**config.mk**
```make
export PLATFORM = sky130hd
export DESIGN_NAME = byte_block_statistics
export DESIGN_NICKNAME = d
export VERILOG_FILES = /design/src/bbs_pkg.sv /design/src/bbs_div.sv /design/src/byte_block_statistics.sv
export SDC_FILE = /design/constraint.sdc
export NUM_CORES = 2
export LEC_CHECK = 0
export ABC_AREA = 1
export BUFFER_PORTS_ARGS = -buffer_cell sky130_fd_sc_hd__buf_2
export CAP_MARGIN = 5
export CORE_MARGIN = 4
export CORE_UTILIZATION = 50
export CTS_CLUSTER_SIZE = 25
export DETAILED_ROUTE_END_ITERATION = 10
export PLACE_DENSITY_LB_ADDON = 0.08
export SLEW_MARGIN = 5
export SYNTH_ARGS = -nofsm -noshare
export SYNTH_HDL_FRONTEND = slang
export SYNTH_SLANG_ARGS = --single-unit
```
**constraint.sdc**
```tcl
create_clock -name clk_i -period 16 [get_ports clk_i]
set_input_delay 4.8 -clock clk_i [delete_from_list [all_inputs] [get_ports clk_i]]
set_output_delay 4.8 -clock clk_i [all_outputs]
set_load 0.05 [all_outputs]
```
**src/bbs_pkg.sv**
```systemverilog
// Shared types and constants for the byte block statistics block.
// Used by bbs_div and byte_block_statistics; no other dependencies.
package bbs_pkg;

  // Block capacity and the widths that follow from it
  localparam int MAX_ITEMS = 64;
  localparam int CNT_W     = $clog2(MAX_ITEMS + 1);  // kept count, histogram entry
  localparam int SUM_W     = CNT_W + 8;              // running sum of bytes
  localparam int DVD_W     = CNT_W + 9;              // 2*sum + count
  localparam int QUOT_W    = 8;                      // mean fits one byte
  localparam int HIST_D    = 256;                    // one bin per byte value
  localparam int HIST_AW   = $clog2(HIST_D);
  localparam int CNT_OUT_W = 7;

  // Input word
  typedef struct packed {
    logic [7:0] sample;
    logic       last_item;
  } in_t;

  // Result word
  typedef struct packed {
    logic [7:0]           minimum;
    logic [7:0]           maximum;
    logic [QUOT_W-1:0]    mean;
    logic [7:0]           median;
    logic [CNT_OUT_W-1:0] item_count;
    logic                 overflow;
  } out_t;

  // Control states, one-hot
  typedef enum logic [5:0] {
    ST_CLEAR = 6'b000001,
    ST_RUN   = 6'b000010,
    ST_FLUSH = 6'b000100,
    ST_WALK  = 6'b001000,
    ST_TAIL  = 6'b010000,
    ST_OUT   = 6'b100000
  } state_e;

endpackage

```
**src/bbs_div.sv**
```systemverilog
// Restoring divider for the block mean: one quotient bit per cycle.
// Depends on bbs_pkg for the operand and quotient widths.
module bbs_div (
  input  logic                     clk_i,
  input  logic                     rst_ni,
  input  logic                     start_i,
  input  logic [bbs_pkg::DVD_W-1:0] dividend_i,
  input  logic [bbs_pkg::CNT_W:0]   divisor_i,
  output logic [bbs_pkg::QUOT_W-1:0] quot_o,
  output logic                     done_o
);
  import bbs_pkg::*;

  localparam int STEP_W = $clog2(QUOT_W);

  logic              run_q;
  logic              done_q;
  logic [STEP_W-1:0] step_q;
  logic [DVD_W-1:0]  rem_q;
  logic [DVD_W-1:0]  dsh_q;
  logic [QUOT_W-1:0] quot_q;
  logic              ge;

  // Quotient is known to stay below 2^QUOT_W, so only QUOT_W trial subtracts
  assign ge = (rem_q >= dsh_q);

  // Control
  always_ff @(posedge clk_i or negedge rst_ni) begin
    if (!rst_ni) begin
      run_q  <= 1'b0;
      done_q <= 1'b0;
      step_q <= '0;
    end else if (start_i) begin
      run_q  <= 1'b1;
      done_q <= 1'b0;
      step_q <= '0;
    end else if (run_q) begin
      step_q <= step_q + STEP_W'(1);
      if (step_q == STEP_W'(QUOT_W - 1)) begin
        run_q  <= 1'b0;
        done_q <= 1'b1;
      end
    end
  end

  // Datapath
  always_ff @(posedge clk_i) begin
    if (start_i) begin
      rem_q  <= dividend_i;
      dsh_q  <= DVD_W'({divisor_i, {(QUOT_W - 1){1'b0}}});
      quot_q <= '0;
    end else if (run_q) begin
      if (ge) begin
        rem_q <= rem_q - dsh_q;
      end
      dsh_q  <= dsh_q >> 1;
      quot_q <= {quot_q[QUOT_W-2:0], ge};
    end
  end

  assign quot_o = quot_q;
  assign done_o = done_q;

endmodule

```
**src/byte_block_statistics.sv**
```systemverilog
// Top level of the byte block statistics block: histogram memory and control.
// Depends on bbs_pkg and bbs_div.
//
// Bytes of a block are taken one per cycle (start_i while busy_o is low);
// item_i.last_item marks the final byte. After the last byte the block is
// busy: a flush state commits the final histogram update, the walk state
// reads the 256 bins through the memory read port (finding the median and
// zeroing each bin through the write port on the way), a tail state takes
// the last bin, and the result word is shown for a single cycle with done_o
// high. The receiver cannot hold the result off; it is valid for that cycle
// only. The mean is computed by a bit-serial divider alongside the walk.
// After reset the histogram is zeroed by a sweep of all 256 bins with busy_o
// high. Bytes past the MAX_ITEMS capacity are dropped and flagged in overflow.
module byte_block_statistics (
  input  logic          clk_i,
  input  logic          rst_ni,
  input  logic          start_i,
  input  bbs_pkg::in_t  item_i,
  output logic          busy_o,
  output logic          done_o,
  output bbs_pkg::out_t res_o
);
  import bbs_pkg::*;

  state_e state_q, state_d;

  logic [HIST_AW-1:0] walk_q;
  logic               acc;
  logic               keep;

  // Histogram memory
  logic [CNT_W-1:0]   mem [HIST_D];
  logic [CNT_W-1:0]   mem_rdata_q;
  logic               mem_we;
  logic [HIST_AW-1:0] mem_waddr;
  logic [CNT_W-1:0]   mem_wdata;
  logic [HIST_AW-1:0] mem_raddr;

  // Read-modify-write and forwarding of the previous write
  logic               upd_v_q;
  logic [HIST_AW-1:0] upd_addr_q;
  logic               fw_v_q;
  logic [HIST_AW-1:0] fw_addr_q;
  logic [CNT_W-1:0]   fw_data_q;
  logic [CNT_W-1:0]   cur_cnt;

  // Running statistics
  logic [SUM_W-1:0]   sum_q;
  logic [7:0]         min_q;
  logic [7:0]         max_q;
  logic [CNT_W-1:0]   cnt_q;
  logic               drop_q;

  // Median walk
  logic               walk_v_q;
  logic [HIST_AW-1:0] walk_idx_q;
  logic [CNT_W-1:0]   cum_q;
  logic [CNT_W-1:0]   cum_d;
  logic [CNT_W-1:0]   r_lo;
  logic [CNT_W-1:0]   r_hi;
  logic [7:0]         a_q;
  logic [7:0]         b_q;
  logic               a_hit_q;
  logic               b_hit_q;
  logic [8:0]         med_sum;

  // Mean divider
  logic               div_start;
  logic [DVD_W-1:0]   dividend;
  logic [CNT_W:0]     divisor;
  logic [QUOT_W-1:0]  div_quot;
  logic               div_done;

  assign busy_o = (state_q != ST_RUN);
  assign acc    = start_i && (state_q == ST_RUN);
  assign keep   = acc && (cnt_q < CNT_W'(MAX_ITEMS));

  // Control state machine
  always_comb begin
    state_d = state_q;
    unique case (state_q)
      ST_CLEAR: begin
        if (walk_q == HIST_AW'(HIST_D - 1)) state_d = ST_RUN;
      end
      ST_RUN: begin
        if (acc && item_i.last_item) state_d = ST_FLUSH;
      end
      ST_FLUSH: begin
        state_d = ST_WALK;
      end
      ST_WALK: begin
        if (walk_q == HIST_AW'(HIST_D - 1)) state_d = ST_TAIL;
      end
      ST_TAIL: begin
        if (div_done) state_d = ST_OUT;
      end
      ST_OUT: begin
        state_d = ST_RUN;
      end
      default: state_d = ST_CLEAR;
    endcase
  end

  always_ff @(posedge clk_i or negedge rst_ni) begin
    if (!rst_ni) begin
      state_q <= ST_CLEAR;
      walk_q  <= '0;
    end else begin
      state_q <= state_d;
      if (state_q == ST_CLEAR || state_q == ST_WALK) begin
        walk_q <= walk_q + HIST_AW'(1);
      end else begin
        walk_q <= '0;
      end
    end
  end

  // Forward the write of the previous cycle when the same bin is updated again
  assign cur_cnt = (fw_v_q && fw_addr_q == upd_addr_q) ? fw_data_q : mem_rdata_q;

  // Memory port control: bin update, or zeroing during sweep and walk
  always_comb begin
    mem_we    = 1'b0;
    mem_waddr = upd_addr_q;
    mem_wdata = cur_cnt + CNT_W'(1);
    if (upd_v_q) begin
      mem_we = 1'b1;
    end else if (state_q == ST_CLEAR || state_q == ST_WALK) begin
      mem_we    = 1'b1;
      mem_waddr = walk_q;
      mem_wdata = '0;
    end
  end

  assign mem_raddr = (state_q == ST_WALK) ? walk_q : item_i.sample;

  always_ff @(posedge clk_i) begin
    if (mem_we) begin
      mem[mem_waddr] <= mem_wdata;
    end
    mem_rdata_q <= mem[mem_raddr];
  end

  // Update pipeline control
  always_ff @(posedge clk_i or negedge rst_ni) begin
    if (!rst_ni) begin
      upd_v_q <= 1'b0;
      fw_v_q  <= 1'b0;
    end else begin
      upd_v_q <= keep;
      fw_v_q  <= upd_v_q;
    end
  end

  always_ff @(posedge clk_i) begin
    upd_addr_q <= item_i.sample;
    fw_addr_q  <= upd_addr_q;
    fw_data_q  <= mem_wdata;
  end

  // Running sum, min, max, count and drop flag
  always_ff @(posedge clk_i or negedge rst_ni) begin
    if (!rst_ni) begin
      sum_q  <= '0;
      min_q  <= 8'hFF;
      max_q  <= '0;
      cnt_q  <= '0;
      drop_q <= 1'b0;
    end else if (state_q == ST_OUT) begin
      sum_q  <= '0;
      min_q  <= 8'hFF;
      max_q  <= '0;
      cnt_q  <= '0;
      drop_q <= 1'b0;
    end else if (keep) begin
      sum_q <= sum_q + SUM_W'(item_i.sample);
      if (item_i.sample < min_q) min_q <= item_i.sample;
      if (item_i.sample > max_q) max_q <= item_i.sample;
      cnt_q <= cnt_q + CNT_W'(1);
    end else if (acc) begin
      drop_q <= 1'b1;
    end
  end

  // Median walk: ranks of the two middle values
  assign r_lo  = (cnt_q - CNT_W'(1)) >> 1;
  assign r_hi  = cnt_q >> 1;
  assign cum_d = cum_q + mem_rdata_q;

  always_ff @(posedge clk_i or negedge rst_ni) begin
    if (!rst_ni) begin
      walk_v_q <= 1'b0;
      cum_q    <= '0;
      a_hit_q  <= 1'b0;
      b_hit_q  <= 1'b0;
    end else begin
      walk_v_q <= (state_q == ST_WALK);
      if (state_q == ST_OUT) begin
        cum_q   <= '0;
        a_hit_q <= 1'b0;
        b_hit_q <= 1'b0;
      end else if (walk_v_q) begin
        cum_q <= cum_d;
        if (!a_hit_q && cum_d > r_lo) a_hit_q <= 1'b1;
        if (!b_hit_q && cum_d > r_hi) b_hit_q <= 1'b1;
      end
    end
  end

  always_ff @(posedge clk_i) begin
    walk_idx_q <= walk_q;
    if (walk_v_q && !a_hit_q && cum_d > r_lo) a_q <= walk_idx_q;
    if (walk_v_q && !b_hit_q && cum_d > r_hi) b_q <= walk_idx_q;
  end

  // Mean = floor((2*sum + count) / (2*count)), started once the block is complete
  assign div_start = (state_q == ST_FLUSH);
  assign dividend  = DVD_W'({sum_q, 1'b0}) + DVD_W'(cnt_q);
  assign divisor   = {cnt_q, 1'b0};

  bbs_div u_div (
    .clk_i      (clk_i),
    .rst_ni     (rst_ni),
    .start_i    (div_start),
    .dividend_i (dividend),
    .divisor_i  (divisor),
    .quot_o     (div_quot),
    .done_o     (div_done)
  );

  // Result word
  assign med_sum = {1'b0, a_q} + {1'b0, b_q} + 9'd1;
  assign done_o  = (state_q == ST_OUT);

  always_comb begin
    res_o.minimum    = min_q;
    res_o.maximum    = max_q;
    res_o.mean       = div_quot;
    res_o.median     = med_sum[8:1];
    res_o.item_count = CNT_OUT_W'(cnt_q);
    res_o.overflow   = drop_q;
  end

`ifndef ASSERT_OFF
  // Median and mean of a nonempty block lie between its min and max
  a_median_range: assert property (@(posedge clk_i) disable iff (!rst_ni)
    done_o |-> (res_o.median >= res_o.minimum && res_o.median <= res_o.maximum))
    else $error("median outside min/max range");

  a_mean_range: assert property (@(posedge clk_i) disable iff (!rst_ni)
    done_o |-> (res_o.mean >= res_o.minimum && res_o.mean <= res_o.maximum))
    else $error("mean outside min/max range");

  // The last byte of a block locks out new words
  a_last_busy: assert property (@(posedge clk_i) disable iff (!rst_ni)
    (start_i && !busy_o && item_i.last_item) |=> busy_o)
    else $error("not busy after last byte");

  // The divider has finished whenever a result is shown
  a_div_done: assert property (@(posedge clk_i) disable iff (!rst_ni)
    done_o |-> div_done)
    else $error("result shown before mean is ready");
`endif

endmodule
```
# After elaboration in Yosys (flattened, before gate mapping)
# Memories as Yosys holds them, arrays and structs flattened. A register that Yosys moved wholly into a read port is not among the register bits.
# Cells that the tools add are included.
# word_totals
n_memories,1
regBits,156
in_bits,12
ram_bits,1792
# op_classes
n_reduce_logical,31
mux,50
n_lt_le_gt_ge,6
n_eq_ne,15
addsub,11
# mem_list
memory,words,width,read_ports,rd_clocked_by_memory_dff,write_ports,line,source
mem,256,7,1,1,1,byte_block_statistics.sv:32,logic [CNT_W-1:0] mem [HIST_D];
# ops
operator,n
$mux W8,10
$mux W15,4
$mux W7,7
$mux W16,3
$pmux W6 S6,1
$mux W6,4
$reduce_bool A2 Y1,10
$mux W1,19
$add A16 B7 Y16,1
$ge A16 B15 Y1,1
$sub A16 B15 Y16,1
$add A15 B8 Y15,1
$add A7 B1 Y7 const B,2
$gt A7 B6 Y1,2
$reduce_and A2 Y1,7
$logic_and A1 B1 Y1,10
$add A8 B8 Y9,1
$add A9 B1 Y9 const B,1
$add A8 B1 Y8 const B,1
$eq A8 B8 Y1,1
$eq A8 B8 Y1 const B,1
$gt A8 B8 Y1,1
$lt A8 B8 Y1,1
$add A7 B7 Y7,1
other kinds (17),22

# Longest topological paths before layout
# logic_depth
depth_word,6
ltp_mapped,18
mapped_depth_nobuf,18

# Modules after synthesis
# From an unflattened synthesis, not the netlist that was laid out.
# hier_totals
cells_unflattened,8516
hier_area_um2,86185.2
# by_module_without_submodules
mod,instances,area_each_um2,cells_per_inst
byte_block_statistics,1,83508.8,8151
bbs_div,1,2676.3,365

# Worst setup path after synthesis
# OpenSTA, ideal clock, no wires.
# synth_path
kind,reg-to-reg
from,register upd_addr_q[0]
to,"memory mem[0][5] (netlist bit), data pin"
n_path_buf,0
path_stages_with_launch,13
setup_slack_ns,6.024
arrival_time_ns,8.392
setup_time_ns,1.584
cell_sequence,dfxtp_1 inv_1 or2_2 nand3_1 nor3_1 nand3_1 o21ai_0 nand2_1 inv_1 nand3_1 nor2_1 o21ai_0 a21oi_1
# synth_between
elab_chain_cells,6
# synth_lines
element,line,source
"start, declared",byte_block_statistics.sv:41,logic [HIST_AW-1:0] upd_addr_q;
"start signal, assigned",byte_block_statistics.sv:156,upd_addr_q <= item_i.sample;
$eq A8 B8 Y1 *,byte_block_statistics.sv:119,assign cur_cnt = (fw_v_q && fw_addr_q == upd_addr_q) ? fw_data_q : mem_rdata_q;
$logic_and A1 B1 Y1 *,byte_block_statistics.sv:119,
$mux W7 *,byte_block_statistics.sv:119,
$add A7 B1 Y7 *,byte_block_statistics.sv:125,mem_wdata = cur_cnt + CNT_W'(1);
$mux W7,byte_block_statistics.sv:128,end else if (state_q == ST_CLEAR || state_q == ST_WALK) begin
$mux W7 *,byte_block_statistics.sv:126,if (upd_v_q) begin
net mem_wdata[5],byte_block_statistics.sv:36,logic [CNT_W-1:0] mem_wdata;
"end, declared",byte_block_statistics.sv:32,
# The timed path passes the listed nets; every way through them passes the cells marked *.

# Worst setup path after layout
# layout_path
from,input item_i[1] (netlist bit)
to,"register mem_rdata_q[2], read port of mem"
# layout_between
elab_chain_cells,1
# layout_lines
element,line,source
"start, declared",byte_block_statistics.sv:18,"input bbs_pkg::in_t item_i,"
$mux W8,byte_block_statistics.sv:135,assign mem_raddr = (state_q == ST_WALK) ? walk_q : item_i.sample;
"end, declared",byte_block_statistics.sv:33,logic [CNT_W-1:0] mem_rdata_q;
# Every way passes these cells.
# A chain may end at the register's enable or synchronous reset.

==> run metrics <==
status=finished clean; y dimension of the die=423 µm; DRC viols=0; clock transition at the register clock pins on the worst setup and hold paths after CTS=60 ps; Top Family by Delay on Critical Path=simple AND/OR/NAND/NOR gates; register area share after synthesis=0.671; share of async-settable or async-resettable flops after synthesis=0.0358; final core area utilization=0.551; crit path kind=input port to register; nets in the synthesized netlist=8539; overall die area=179000 µm²; final weighted congestion in routability-driven placement=0.847; Setup violations, final=0; sequence of cells on the critical path=buf_2 > inv_1 > nand2_1 > buf_4 > nand2_4 > buf_12 > buf_4 > nand2_1 > o21ai_0 > nand2_1 > nand3_1 > nand3_1 > nand3_1 > nand3_1 > nand3_1 > nand3_1 > nand2_1; initial standard-cell utilization of the core=0.503; achievable clock frequency=112 MHz; count of vias placed by the detailed router=58800; number of flops mapped to enable cells by yosys=1831; standby leakage power=0.0397 µW; most used flip-flop cell after synthesis=edfxtp_1; most used cell along the critical path=nand3_1; Clock Tree Root=clkbuf_16; Setup Fix Bufs, Post-CTS=0; setup repair after global routing missed its margin=false; number of global-route vias before repair=56300; Area growth syn-to-layout=9.71%; Syn Std Cell Area=86100 µm²; hold_buf cts=0; worst min-delay path category=register to register; Top-Level Pins=54; power density over cell area=112 nW/µm²; Avg Synthesized Cell Area=10.2 µm²; Slowest Stage Delay on Critical Path=920 ps; element type at the critical path end=register; All-Layer GR Usage=0.264; Post-Route Setup TNS=0 ps; clock tree from TritonCTS=yes; most common cell after layout, fill and taps aside=nand2_1; final design area excluding fillers=94500 µm²; DP Wirelength=132000 µm; kind of start point of the critical path=input port; Tmin final=8920 ps; share of cells above drive strength 1=0.0582; post-synthesis register bit count=1955; core area=171000 µm²; remaining max-slew budget at the tightest pin=0.157; horizontal die dimension=423 µm; count of yosys warnings during synthesis=0; instance count after placement with tap cells included=10400; total detailed-routing wirelength=238000 µm; number of nets in the layout=8433; number of distinct standard cells referenced by the synthesized netlist=55; antenna violations before repair=8; buffering stage count on the worst path with inverters included=5; antenna diode count=0; Cell Rows=152; total global routing overflow=0; total clock buffers created by CTS=204; arrival time at the worst endpoint=9700 ps; maxcap violations=0; worst-path fanout max=165; wire length of the first global-routing pass=358000 µm; final number of hold-violating endpoints=0; worst-margin pin slew=1260 ps; commonest cells after routing, fill and taps aside=2565 x nand2_1, 1831 x edfxtp_1, 1393 x nand3_1, 1157 x inv_1, 352 x nor2_1; post-DR vias/cell=5.43; clock latency at the later pin of the worst-skew pair=850 ps; worst hold margin=351 ps; number of input and output port buffers inserted=53; post-DR wirelength/cell=22.0 µm; IR drop worst, VDD=0.000109 V; TritonCTS sink count=1955; worst-case clock buffer depth=3; Resized Gates After CTS=0; H-tree Lvls=4; Critical-path top delay cell=buf_4; worst clock skew=31.2 ps; Slew Viols, Final=0; Synth Instances=8447; Finished Layout Cells=10800; Critical Path RT=16790 ps; fraction of the cycle the final worst path needs=0.557; post-place instance area=88200 µm²; drt pass-1 iters=6; largest net degree at the start of global routing=228; DR iter-0 viols=5992; Final ANT Viol Nets=0
## metrics by stage
| step | setup WS, ps | total power, µW |
|---|---|---|
| after CTS | 7300 | 10600 |
| final | 7080 | 10600 |
| after global placement | 6450 | 6140 |
| after detailed placement | 6400 | 6150 |
| after global routing | 6910 | 10900 |
| after floorplan | 6020 | 5960 |
## layout make-up
type / instances / area [µm²]
clock buffer: 275 / 5530
clock inverter: 101 / 768
timing repair buffer: 131 / 991
inverter: 1167 / 4400
sequential: 1955 / 57800
fill: 14800 / 76900
multi-input combinational: 4882 / 22100
tap: 2310 / 2890
## cells by family (layout without fill, tap and decap cells)
logic type                 count (synthesis)  count (layout)  share of synthesized area
DFF                                     1955            1955                      0.671
buffers and inverters                   1610            1674                     0.0738
xor gates and xnor gates                  34              34                    0.00346
adders and majority gates                 80              80                     0.0121
and+or+nand+nor                         4420            4420                      0.217
AOI/OAI and AO/OA                        348             348                     0.0223
## path summary, 6_finish.rpt
path,startpoint,cells past startpoint,to,slack (ps)
max,item_i[1],17,mem_rdata_q[2]$_DFF_P_,7080
min,upd_addr_q[7]$_DFF_P_,0,fw_addr_q[7]$_DFF_P_,350
max reg2reg,state_q[2]$_DFFE_PN0P_,15,mem_rdata_q[2]$_DFF_P_,9940
min reg2reg,upd_addr_q[7]$_DFF_P_,0,fw_addr_q[7]$_DFF_P_,350
max in group asynchronous,rst_ni,1,walk_q[3]$_DFF_PN0_,11270
min in group asynchronous,rst_ni,1,max_q[5]$_DFFE_PN0P_,4120
## cells in the mapped netlist (20+ instances only)
library cell,count,area (µm²)
o21ai_0,201,1010
nor2_1,357,1340
dfxtp_1,54,1080
buf_2,212,1060
edfxtp_1,1831,55000
clkbuf_1,182,683
ha_1,75,938
dfrtp_1,61,1530
nand2_1,2570,9650
inv_1,1159,4350
a21oi_1,82,410
nand3_1,1393,6970
xor2_1,21,184
nor3_1,20,100
buf_1,42,158
## power breakdown
| group | internal, µW | switching (µW) | leakage (µW) | total (µW) |
|---|---|---|---|---|
| sequential | 5510 | 9.63 | 0.0140 | 5520 |
| combinational | 139 | 380 | 0.0226 | 519 |
| clock | 2540 | 1980 | 0.00307 | 4520 |
| total | 8200 | 2370 | 0.0397 | 10600 |
## worst reg2reg max path, stage by stage, from the launching register on
cell and delay [ps]:
dfrtp_1 410, nor2_1 210, nand3_2 540, nand2_1 310
o21ai_4 70, buf_4 290, inv_8 700, buf_4 1080
buf_4 770, nand3_1 300, nand3_1 120, nand3_1 150
nand3_1 390, nand3_1 350, nand3_1 190, nand2_1 80
## routing by layer
metal,vias up,routed length (µm),track usage
li1,27700,-,-
met1,28500,102000,0.375
met2,2245,110000,0.416
met3,425,17300,0.0383
met4,0,8900,0.0982
met5,-,0,0
## sequential cells by signal (all words and copies together) (netlist names), 3 cells and up
register	count
a_q	8
b_q	8
cnt_q	7
cum_q	7
fw_addr_q	8
fw_data_q	7
max_q	8
mem	1792
mem_rdata_q	7
min_q	8
state_q	6
sum_q	15
u_div.dsh_q	15
u_div.quot_o	8
u_div.rem_q	16
u_div.step_q	3
upd_addr_q	8
walk_idx_q	8
walk_q	8
No activity file was read; power rests on OpenSTA's default activity.
